[config.mk]
export PLATFORM = sky130hd
export DESIGN_NAME = voxel_grid_ray_traversal
export DESIGN_NICKNAME = d
export VERILOG_FILES = /design/src/design/vgrt_pkg.sv /design/src/design/vgrt_div.sv /design/src/design/voxel_grid_ray_traversal.sv
export SDC_FILE = /design/constraint.sdc
export NUM_CORES = 2
export LEC_CHECK = 0
export ABC_CLOCK_PERIOD_IN_PS = 12170
export BUFFER_PORTS_ARGS = -buffer_cell sky130_fd_sc_hd__clkbuf_2
export CORE_AREA = 2 2 332 334
export CTS_BUF_LIST = sky130_fd_sc_hd__clkbuf_8
export DETAILED_ROUTE_END_ITERATION = 8
export DIE_AREA = 0 0 334 336
export PLACE_DENSITY_LB_ADDON = 0.1
export REMOVE_ABC_BUFFERS = 1
export SLEW_MARGIN = 30
export SYNTH_ARGS = -nofsm -noshare
export SYNTH_HDL_FRONTEND = slang
export SYNTH_SLANG_ARGS = --single-unit
[constraint.sdc]
create_clock -name clk_i -period 12.17 [get_ports clk_i]
set_input_delay 1.217 -clock clk_i [delete_from_list [all_inputs] [get_ports clk_i]]
set_output_delay 1.217 -clock clk_i [all_outputs]
set_load 0.005 [all_outputs]
[src/design/vgrt_pkg.sv]
// package for the voxel grid ray walker: widths, codes, state enum
// used by vgrt_div and the top level
`default_nettype none
package vgrt_pkg;
  localparam int CellBitsDef = 16;
  localparam int FracBitsDef = 16;
  localparam int DistW       = 48;
  localparam logic [DistW-1:0] DistMax = {DistW{1'b1}};
  localparam logic [7:0] MaxStepsRst = 8'd30;

  localparam logic [1:0] StQuery  = 2'd0;
  localparam logic [1:0] StHit    = 2'd1;
  localparam logic [1:0] StMiss   = 2'd2;
  localparam logic [1:0] StNoRay  = 2'd3;

  localparam logic [0:0] RegMaxSteps  = 1'b0;
  localparam logic [0:0] RegEmptyCode = 1'b1;

  typedef enum logic [2:0] {
    S_IDLE, S_DIV, S_SIDE, S_STEP, S_OUT
  } state_e;

  typedef struct packed {
    logic start;
    logic busy;
    logic done;
  } div_ctrl_t;
endpackage
`default_nettype wire

[src/design/vgrt_div.sv]
// restoring divider: 2^(15+FRAC_BITS) / mag, one quotient bit per cycle
// depends on vgrt_pkg
`default_nettype none
module vgrt_div #(
  parameter int FRAC_BITS = vgrt_pkg::FracBitsDef
) (
  input  wire logic        clk_i,
  input  wire logic        rst_ni,
  input  wire logic        start_i,
  input  wire logic [15:0] mag_i,
  output vgrt_pkg::div_ctrl_t ctrl_o,
  output logic [vgrt_pkg::DistW-1:0] quot_o
);
  localparam int NB = 16 + FRAC_BITS;
  localparam int CW = $clog2(NB + 1);
  logic [CW-1:0] cnt_q, cnt_d;
  logic [16:0] rem_q, rem_d;
  logic [NB-1:0] quo_q, quo_d;
  logic [15:0] den_q, den_d;
  logic busy_q, busy_d, done_q, done_d;
  logic [16:0] sh;
  logic bit_in;

  always_comb begin
    bit_in = (cnt_q == CW'(NB));
    sh = {rem_q[15:0], bit_in};
    cnt_d = cnt_q; rem_d = rem_q; quo_d = quo_q; den_d = den_q;
    busy_d = busy_q; done_d = 1'b0;
    if (start_i) begin
      cnt_d = CW'(NB); rem_d = '0; quo_d = '0; den_d = mag_i; busy_d = 1'b1;
    end else if (busy_q) begin
      if (sh >= {1'b0, den_q}) begin
        rem_d = sh - {1'b0, den_q};
        quo_d = {quo_q[NB-2:0], 1'b1};
      end else begin
        rem_d = sh;
        quo_d = {quo_q[NB-2:0], 1'b0};
      end
      cnt_d = cnt_q - 1'b1;
      if (cnt_q == CW'(1)) begin
        busy_d = 1'b0; done_d = 1'b1;
      end
    end
  end

  always_ff @(posedge clk_i or negedge rst_ni) begin
    if (!rst_ni) begin
      cnt_q <= '0; busy_q <= 1'b0; done_q <= 1'b0;
    end else begin
      cnt_q <= cnt_d; busy_q <= busy_d; done_q <= done_d;
    end
  end
  always_ff @(posedge clk_i) begin
    rem_q <= rem_d; quo_q <= quo_d; den_q <= den_d;
  end

  assign ctrl_o = '{start: start_i, busy: busy_q, done: done_q};
  assign quot_o = vgrt_pkg::DistW'(quo_q);
endmodule
`default_nettype wire

[src/design/voxel_grid_ray_traversal.sv]
// voxel grid ray walker top level: sequencer, axis state, shared divider
// depends on vgrt_pkg and vgrt_div
//
// channel  | dir | contents
// s_axis   | in  | tuser kind, tdata origin xyz, dir xyz, cell_type
// m_axis   | out | tdata status, cell xyz, hit_type, face
// cfg      | in  | wr_en, index, data
//
// start: per axis a divider start, the divide steps (one per quotient bit), done and
// the side distance multiply, or the side state alone for a zero component; then a
// step state and the output state, after which the result is valid
// answer: a step state when it steps, then the output state, after which the result is valid
// reset clears control state; a result waits in the output register until taken,
// and no input is taken while busy or while a result waits
`default_nettype none
module voxel_grid_ray_traversal #(
  parameter int CELL_BITS = vgrt_pkg::CellBitsDef,
  parameter int FRAC_BITS = vgrt_pkg::FracBitsDef
) (
  input  wire logic         clk_i,
  input  wire logic         rst_ni,
  input  wire logic         s_axis_tvalid,
  output logic              s_axis_tready,
  // origin_x, origin_y, origin_z, dir_x, dir_y, dir_z, cell_type
  input  wire logic [151:0] s_axis_tdata,
  // kind
  input  wire logic         s_axis_tuser,
  output logic              m_axis_tvalid,
  input  wire logic         m_axis_tready,
  // status, cell_x, cell_y, cell_z, hit_type, face
  output logic [63:0]       m_axis_tdata,
  input  wire logic         cfg_we_i,
  input  wire logic         cfg_index_i,
  input  wire logic [7:0]   cfg_data_i
);
  localparam int DW = vgrt_pkg::DistW;
  localparam int FM = (1 << FRAC_BITS);

  vgrt_pkg::state_e st_q, st_d;
  logic [7:0] max_steps_q, empty_code_q, steps_left_q;
  logic ray_active_q;
  logic [2:0] last_face_q;
  logic [1:0] ax_q;
  logic [CELL_BITS-1:0] cell_q [3];
  logic [DW-1:0] side_q [3];
  logic [DW-1:0] len_q [3];
  logic neg_q [3];
  logic [FRAC_BITS-1:0] frac_q [3];
  logic [15:0] mag_q [3];
  logic [63:0] out_q;
  logic out_v_q;

  logic div_start;
  vgrt_pkg::div_ctrl_t dctl;
  logic [DW-1:0] quot;

  vgrt_div #(.FRAC_BITS(FRAC_BITS)) u_div (
    .clk_i(clk_i), .rst_ni(rst_ni), .start_i(div_start),
    .mag_i(mag_q[ax_q]), .ctrl_o(dctl), .quot_o(quot)
  );

  logic acc;
  assign s_axis_tready = (st_q == vgrt_pkg::S_IDLE) && !out_v_q;
  assign acc = s_axis_tvalid && s_axis_tready;

  // next state
  always_comb begin
    st_d = st_q;
    case (st_q)
      vgrt_pkg::S_IDLE: if (acc) begin
        if (!s_axis_tuser) st_d = vgrt_pkg::S_DIV;
        else if (ray_active_q && s_axis_tdata[151:144] == empty_code_q &&
                 steps_left_q > 8'd1) st_d = vgrt_pkg::S_STEP;
        else st_d = vgrt_pkg::S_OUT;
      end
      vgrt_pkg::S_DIV: if (mag_q[ax_q] == 16'd0 || dctl.done) st_d = vgrt_pkg::S_SIDE;
      vgrt_pkg::S_SIDE: st_d = (ax_q == 2'd2) ? vgrt_pkg::S_STEP : vgrt_pkg::S_DIV;
      vgrt_pkg::S_STEP: st_d = vgrt_pkg::S_OUT;
      vgrt_pkg::S_OUT: st_d = vgrt_pkg::S_IDLE;
      default: st_d = vgrt_pkg::S_IDLE;
    endcase
  end

  // outputs of sequencer
  logic div_run_q;
  always_comb begin
    div_start = (st_q == vgrt_pkg::S_DIV) && !div_run_q && mag_q[ax_q] != 16'd0;
  end

  logic [1:0] sel;
  logic [DW:0] sum;
  logic [FRAC_BITS:0] fr_m;
  logic [DW+FRAC_BITS:0] prod;
  always_comb begin
    if (side_q[0] <= side_q[1] && side_q[0] <= side_q[2]) sel = 2'd0;
    else if (side_q[1] <= side_q[2]) sel = 2'd1;
    else sel = 2'd2;
    sum = {1'b0, side_q[sel]} + {1'b0, len_q[sel]};
    fr_m = neg_q[ax_q] ? {1'b0, frac_q[ax_q]}
                       : (FRAC_BITS+1)'(FM) - {1'b0, frac_q[ax_q]};
    prod = (DW+FRAC_BITS+1)'(fr_m) * (DW+FRAC_BITS+1)'(quot);
  end

  always_ff @(posedge clk_i or negedge rst_ni) begin
    if (!rst_ni) begin
      st_q <= vgrt_pkg::S_IDLE;
      max_steps_q <= vgrt_pkg::MaxStepsRst; empty_code_q <= '0;
      steps_left_q <= '0; ray_active_q <= 1'b0; last_face_q <= '0;
      ax_q <= '0; out_v_q <= 1'b0; div_run_q <= 1'b0;
    end else begin
      st_q <= st_d;
      if (cfg_we_i) begin
        case (cfg_index_i)
          vgrt_pkg::RegMaxSteps:  max_steps_q <= cfg_data_i;
          vgrt_pkg::RegEmptyCode: empty_code_q <= cfg_data_i;
          default: ;
        endcase
      end
      if (m_axis_tvalid && m_axis_tready) out_v_q <= 1'b0;
      if (div_start) div_run_q <= 1'b1;
      if (dctl.done) div_run_q <= 1'b0;
      case (st_q)
        vgrt_pkg::S_IDLE: if (acc) begin
          ax_q <= '0;
          if (!s_axis_tuser) begin
            steps_left_q <= max_steps_q; ray_active_q <= 1'b1;
          end else if (ray_active_q) begin
            if (s_axis_tdata[151:144] != empty_code_q) ray_active_q <= 1'b0;
            else if (steps_left_q <= 8'd1) begin
              steps_left_q <= '0; ray_active_q <= 1'b0;
            end else steps_left_q <= steps_left_q - 8'd1;
          end
        end
        vgrt_pkg::S_SIDE: ax_q <= ax_q + 2'd1;
        vgrt_pkg::S_STEP: last_face_q <= {sel, 1'b0} + {2'b0, neg_q[sel]};
        vgrt_pkg::S_OUT: out_v_q <= 1'b1;
        default: ;
      endcase
    end
  end

  logic [1:0] ost_q;
  logic [7:0] oht_q;
  always_ff @(posedge clk_i) begin
    case (st_q)
      vgrt_pkg::S_IDLE: if (acc) begin
        if (!s_axis_tuser) begin
          for (int a = 0; a < 3; a++) begin
            cell_q[a] <= CELL_BITS'(signed'(s_axis_tdata[32*a+FRAC_BITS +: 32-FRAC_BITS]));
            frac_q[a] <= s_axis_tdata[32*a +: FRAC_BITS];
            neg_q[a] <= s_axis_tdata[96+16*a+15];
            mag_q[a] <= s_axis_tdata[96+16*a+15]
                        ? 16'(17'h10000 - {1'b0, s_axis_tdata[96+16*a +: 16]})
                        : s_axis_tdata[96+16*a +: 16];
          end
        end
        if (!s_axis_tuser) ost_q <= vgrt_pkg::StQuery;
        else if (!ray_active_q) ost_q <= vgrt_pkg::StNoRay;
        else if (s_axis_tdata[151:144] != empty_code_q) ost_q <= vgrt_pkg::StHit;
        else if (steps_left_q <= 8'd1) ost_q <= vgrt_pkg::StMiss;
        else ost_q <= vgrt_pkg::StQuery;
        oht_q <= (s_axis_tuser && ray_active_q && s_axis_tdata[151:144] != empty_code_q)
                 ? s_axis_tdata[151:144] : 8'd0;
      end
      vgrt_pkg::S_SIDE: begin
        if (mag_q[ax_q] == 16'd0) begin
          len_q[ax_q] <= vgrt_pkg::DistMax; side_q[ax_q] <= vgrt_pkg::DistMax;
        end else begin
          len_q[ax_q] <= quot;
          side_q[ax_q] <= DW'(prod >> FRAC_BITS);
        end
      end
      vgrt_pkg::S_STEP: begin
        side_q[sel] <= sum[DW] ? vgrt_pkg::DistMax : sum[DW-1:0];
        cell_q[sel] <= neg_q[sel] ? cell_q[sel] - 1'b1 : cell_q[sel] + 1'b1;
      end
      vgrt_pkg::S_OUT: begin
        if (ost_q == vgrt_pkg::StNoRay) out_q <= {62'd0, ost_q};
        else out_q <= {3'd0, last_face_q, oht_q,
                       16'(signed'(cell_q[2])), 16'(signed'(cell_q[1])),
                       16'(signed'(cell_q[0])), ost_q};
      end
      default: ;
    endcase
  end

  assign m_axis_tvalid = out_v_q;
  assign m_axis_tdata = out_q;
endmodule
`default_nettype wire

Yosys cells after proc, flatten, opt, wreduce, memory -nomap -nowiden
Memories as Yosys holds them, arrays and structs flattened. A register that Yosys moved wholly into a read port is not among the register bits.
Cells that the tools add are included.

word-level totals
  flip-flop bits (word level) = 181
  latch bits = 0
  memory bits (writable) = 435
  bits in read-only memories = 0
  word-level logic and storage cells = 150
  memories = 6

operators by class
  add/subtract/negate cells = 12
  multiply operators = 1
  div/mod/pow operators = 0
  order comparisons = 6
  equality and inequality tests = 14
  shift-type cells = 0
  multiplexer cells = 61
  bitwise gates (word level) = 3
  reductions and logical operators = 28

memories
  memory  words  width  rd ports  clocked after memory_dff  write ports  line                            RTL
  len_q   3      48     1         0                         1            voxel_grid_ray_traversal.sv:46  logic [DW-1:0] len_q [3];
  side_q  3      48     4         0                         1            voxel_grid_ray_traversal.sv:45  logic [DW-1:0] side_q [3];
  cell_q  3      16     4         3                         3            voxel_grid_ray_traversal.sv:44  logic [CELL_BITS-1:0] cell_q [3];
  frac_q  3      16     1         0                         3            voxel_grid_ray_traversal.sv:48  logic [FRAC_BITS-1:0] frac_q [3];
  mag_q   3      16     1         0                         3            voxel_grid_ray_traversal.sv:49  logic [15:0] mag_q [3];
  neg_q   3      1      2         0                         3            voxel_grid_ray_traversal.sv:47  logic neg_q [3];

operators with widths
  kind                                                                   number
  48-bit 2-to-1 mux                                                      4
  48-bit <= comparator                                                   3
  16-bit 2-to-1 mux                                                      6
  48-bit by 48-bit adder with 49-bit output                              1
  17-bit by 32-bit multiplier with 49-bit output                         1
  48-bit OR reduction                                                    1
  1-bit by 16-bit subtractor with 16-bit output (first input constant)   3
  8-bit 2-to-1 mux                                                       4
  1-bit 2-to-1 mux                                                       29
  2-bit 2-to-1 mux                                                       9
  17-bit by 16-bit >= comparator with 1-bit output                       1
  17-bit 2-to-1 mux                                                      1
  17-bit by 16-bit subtractor with 17-bit output (first input constant)  1
  16-bit by 1-bit adder with 16-bit output (second input constant)       1
  16-bit logical NOT                                                     1
  16-bit nonzero test                                                    1
  16-bit OR reduction                                                    1
  16-bit by 1-bit subtractor with 16-bit output (second input constant)  1
  16-bit subtractor                                                      1
  3-bit 2-to-1 mux                                                       4
  6-bit 2-to-1 mux                                                       2
  3-bit one-hot mux with 4 select lines                                  1
  1-bit logical AND                                                      10
  2-bit AND reduction                                                    5
  other kinds (24)                                                       33

Depth between registers and ports, before layout
An unclocked memory read counts as a cell.

  depth in word-level cells = 8
  mapped depth = 37

Modules after synthesis
Synthesis repeated with hierarchy kept, for this count alone.

second synthesis, totals
  cells, all modules = 6082
  area, all modules = 58458.6 sq um

modules (own cells, without submodules)
  module                    instances  cells an instance  area each (sq um)  seq. area each (sq um)
  voxel_grid_ray_traversal  1          5673               54568.6            16075.4
  vgrt_div                  1          409                3890.0             1641.6

Worst setup path after synthesis
No wires, ideal clock.

  path type = flip-flop to flip-flop
  start point = register ax_q[0]
  end point = memory side_q[0][30] (netlist name) (data pin)
  library setup time = 0.200 ns
  arrival = 8.491 ns
  required time = 11.970 ns
  setup slack = 3.478 ns
  cell stages (with the launch flop) = 34
  buffers on the path = 3
  clock period less this slack = 8.692 ns
  cell sequence = dfrtp_1 buf_2 buf_2 mux2i_1 nor2_1 a21oi_1 nand2_1 o31ai_1 nor2b_1 o21ai_0 xnor2_1 clkbuf_1 nand2_1 fa_1 inv_1 fa_1 fa_1 fa_1 fa_1 inv_1 fa_1 inv_1 ha_1 a21o_1 a21o_1 a21o_1 a211oi_1 o31ai_1 and2_1 o311ai_1 a21oi_1 nor3_1 mux2i_1 a211oi_1

between the ends
  word-level cells in the longest chain between the ends = 7
  elaborated cells between the ends (all ways) = 12
  those cells by class = add/sub: 1; mul: 1; mux: 6; reduce/logical: 1; memory: 3

RTL lines
  what                                                                                    line                             RTL
  from (decl)                                                                             voxel_grid_ray_traversal.sv:43   logic [1:0] ax_q;
  from (signal assigned)                                                                  voxel_grid_ray_traversal.sv:134  vgrt_pkg::S_SIDE: ax_q <= ax_q + 2'd1;
  branches (longest 5 deep; another with 17-bit by 32-bit multiplier with 49-bit output)  n/a
  48-bit 2-to-1 mux (no line) (*) (2 in a row)                                            n/a
  to (decl)                                                                               voxel_grid_ray_traversal.sv:45

Mark *: on every way between the ends.

Final worst setup path
  start point = register ax_q[0]
  end point = memory side_q[2][22] (netlist name) (data pin)

The elaborated chain is that of the path after synthesis.

==> results.sh <==
export IMPL_power_density_nw_per_um2=76.2
export IMPL_slew_viol_final=0
export IMPL_crit_top_cell="fa_1"
export IMPL_synth_area_top_cells="edfxtp_1 (30%), fa_1 (19%), ha_1 (9.2%)"
export IMPL_holdPathStages=1
export IMPL_reg2reg_depth=32
export IMPL_drive_gt1_share_pct=10.8
export IMPL_routabilityCongestion=0.859
export IMPL_antenna_found_initial=2
export IMPL_synth_edf_count=477
export IMPL_grt_pass1_vias=35900
export IMPL_worstSetupEndpointType="register"
export IMPL_io_pins=233
export IMPL_num_rows=121
export IMPL_syn_to_final_growth_pct=9.98
export IMPL_gr_usage_all_layers_pct=23.0
export IMPL_rrSetupSlack_ns=2.01
export IMPL_path_max_fanout=35
export IMPL_seq_area_um2=16400
export IMPL_synthTopCellsByCount="inv_1 (774), nand2_1 (696), edfxtp_1 (477)"
export IMPL_ys_types=103
export IMPL_outcome="complete, no violations"
export IMPL_timing_fmax_mhz=98.4
export IMPL_start_kind="register"
export IMPL_cts_hold_fix_buffers=0
export IMPL_tightest_slew_ns=1.07
export IMPL_vias=34600
export IMPL_synth_area_per_cell_um2=9.93
export IMPL_critPathLaunch="ax_q[0]"
export IMPL_hold_path_class="reg -> reg"
export IMPL_ir_drop_uv=83.1
export IMPL_portBuffers=229
export IMPL_worst_setup_path_type="reg -> reg"
export IMPL_synth_most_common_cell="inv_1"
export IMPL_rsz0062_at_grt="no"
export IMPL_crit_slowest_cell="fa_1"
export IMPL_finalCritPeriodShare_pct=83.5
export IMPL_initial_core_util_pct=44.7
export IMPL_ys_flop_type="edfxtp_1"
export IMPL_grt_pass1_wl_mm=201
export IMPL_cts_resized=0
export IMPL_dr_pass1_iters=5
export IMPL_die_x_um=334
export IMPL_fin_crit_ns=10.16
export IMPL_wire_per_inst_um=19.5
export IMPL_ys_ff_latch=568
export IMPL_clock_latency_ns=0.80
export IMPL_dp_hpwl_mm=94.1
export IMPL_ys_seq_area_share_pct=33.8
export IMPL_hold_violations=0
export IMPL_reg2reg_from="ax_q[0]"
export IMPL_synth_top_area_share_pct=29.5
export IMPL_setup_tns_ns=0
export IMPL_min_from="u_div.done_q"
export IMPL_clockBufferDepth=3
export IMPL_core_area_um2=108000
export IMPL_die_area_um2=112000
export IMPL_cts_htree_levels=3
export IMPL_cp_slowest_stage_delay_ns=0.54
export IMPL_fillers=10200
export IMPL_yosys_warnings=0
export IMPL_drt_iter0_markers=1892
export IMPL_cp_arrival_ns=10.71
export IMPL_final_cells=6557
export IMPL_multi_input_area_um2=28500
export IMPL_synth_cell_area_um2=48500
export IMPL_drt_vias_per_instance=5.27
export IMPL_post_synth_top_area_cell="edfxtp_1"
export IMPL_cts_root_buf="clkbuf_8"
export IMPL_hold_ws_ns=0.440
export IMPL_placed_cells=6361
export IMPL_skew_ns=0.0698
export IMPL_syn_inst=4884
export IMPL_wl_mm=128
export IMPL_die_h_um=336
export IMPL_path_clk_slew_ns=0.07
export IMPL_numCtsBuffers=104
export IMPL_maxSlewHeadroom_pct=27.9
export IMPL_grt_start_max_net_pins=89
export IMPL_utilization_pct=49.2
export IMPL_setup_violations=0
export IMPL_cts_setup_buffers=0
export IMPL_final_nets=6027
export IMPL_drv_cap=0
export IMPL_synthArstFlopShare_pct=7.57
export IMPL_power_leakage_nw=24.2
export IMPL_tritoncts="built"
export IMPL_antenna_left=0
export IMPL_cts_num_sinks=568
export IMPL_crit_required_ns=12.72
export IMPL_overflow=0
export IMPL_drc=0
## kinds of logic (layout without fill, tap and decap cells)
logic type      after synthesis  after routing  synth area share (%)
compound gates              711            711                  9.41
xor+xnor                    142            142                  2.57
fa+ha+maj                   805            805                  27.7
buf+inv                    1003           1259                  7.92
flops                       568            568                  33.8
mux                         211            211                  4.44
other cells                   1              4               0.00774
simple gates               1443           1443                  14.1
## state kept, by name (all words and copies together) (netlist names), 8 cells and up
register	count
m_axis_tdata	61
u_div.quo_q	32
empty_code_q	8
side_q	144
frac_q	48
u_div.rem_q	16
len_q	99
steps_left_q	8
u_div.den_q	16
oht_q	8
max_steps_q	8
mag_q	48
cell_q	48
## stage by stage
stage	setup WS (ns)	instance area [µm²]	power, mW
final	2.01	53300	4.06
after global routing	1.35	53300	4.21
after CTS	1.93	53300	4.12
after detailed placement	1.99	51200	2.24
after global placement	2.12	51100	2.23
after floorplan	-1.26	47600	2.18
## routing by layer
layer / track usage (%) / part of all wire (%) / up-vias
li1: - / - / 16600
met1: 31.7 / 46 / 16900
met2: 37.1 / 46 / 868
met3: 4.28 / 5.8 / 199
met4: 6.82 / 2.7 / 0
met5: 0 / 0 / -
## area by class of cell
cell class | instances | share of cell area [%]
antenna | 1 | 0.00469
clock buffer | 107 | 2.76
clock inverter | 86 | 1.17
inverter | 775 | 5.46
multi-input combinational | 3315 | 53.5
sequential | 568 | 30.7
tap | 1414 | 3.32
timing repair buffer | 291 | 3.08
## critical path, delay by kind of cell (launching register included)
kind	cells	cell delay (ns)
adders and majority gates	7	3.41
DFF	1	0.44
AOI/OAI and AO/OA	7	2.25
muxes	1	0.25
buffers and inverters	5	1.09
xor gates and xnor gates	2	0.30
and+or+nand+nor	10	2.11
## path summary, 6_finish.rpt
path                                  to
max in group asynchronous        ax_q[1]
min in group asynchronous        ax_q[0]
min reg2reg                    div_run_q
min                            div_run_q
max                        side_q[2][22]
max reg2reg                side_q[2][22]
## report_power, final
group	switching [mW]	internal (mW)	leakage, nW	total, mW
clock network	0.871	0.996	1.19	1.87
registers	0.00505	2.10	4.62	2.11
logic	0.0430	0.0460	18.4	0.0890
total	0.919	3.14	24.2	4.06
## placed cells by master, fill, tap and decap left out, drive strengths merged, types with 11 or more instances in the layout
master | netlist | layout
nand2 | 697 | 697
a31oi | 18 | 18
edfxtp | 477 | 477
or2 | 11 | 11
inv | 774 | 815
a21oi | 153 | 153
nor2b | 19 | 19
ha | 355 | 355
or3 | 52 | 52
fa | 450 | 450
nand4 | 41 | 41
a21boi | 14 | 14
dfrtp | 39 | 39
o21a | 20 | 20
xor2 | 41 | 41
o21ai | 250 | 250
mux2i | 181 | 181
o31ai | 30 | 30
a221oi | 12 | 12
a22oi | 18 | 18
or4 | 11 | 11
nor3 | 58 | 58
nand2b | 33 | 33
clkinv | 1 | 33
dfxtp | 48 | 48
and2 | 231 | 231
buf | 32 | 62
a211oi | 34 | 34
nor4 | 25 | 25
a21o | 76 | 76
mux2 | 30 | 30
xnor2 | 101 | 101
nand3 | 53 | 53
nor2 | 165 | 165
clkbuf | 196 | 336
and3 | 20 | 20
Power figures use the tool's default switching activity.
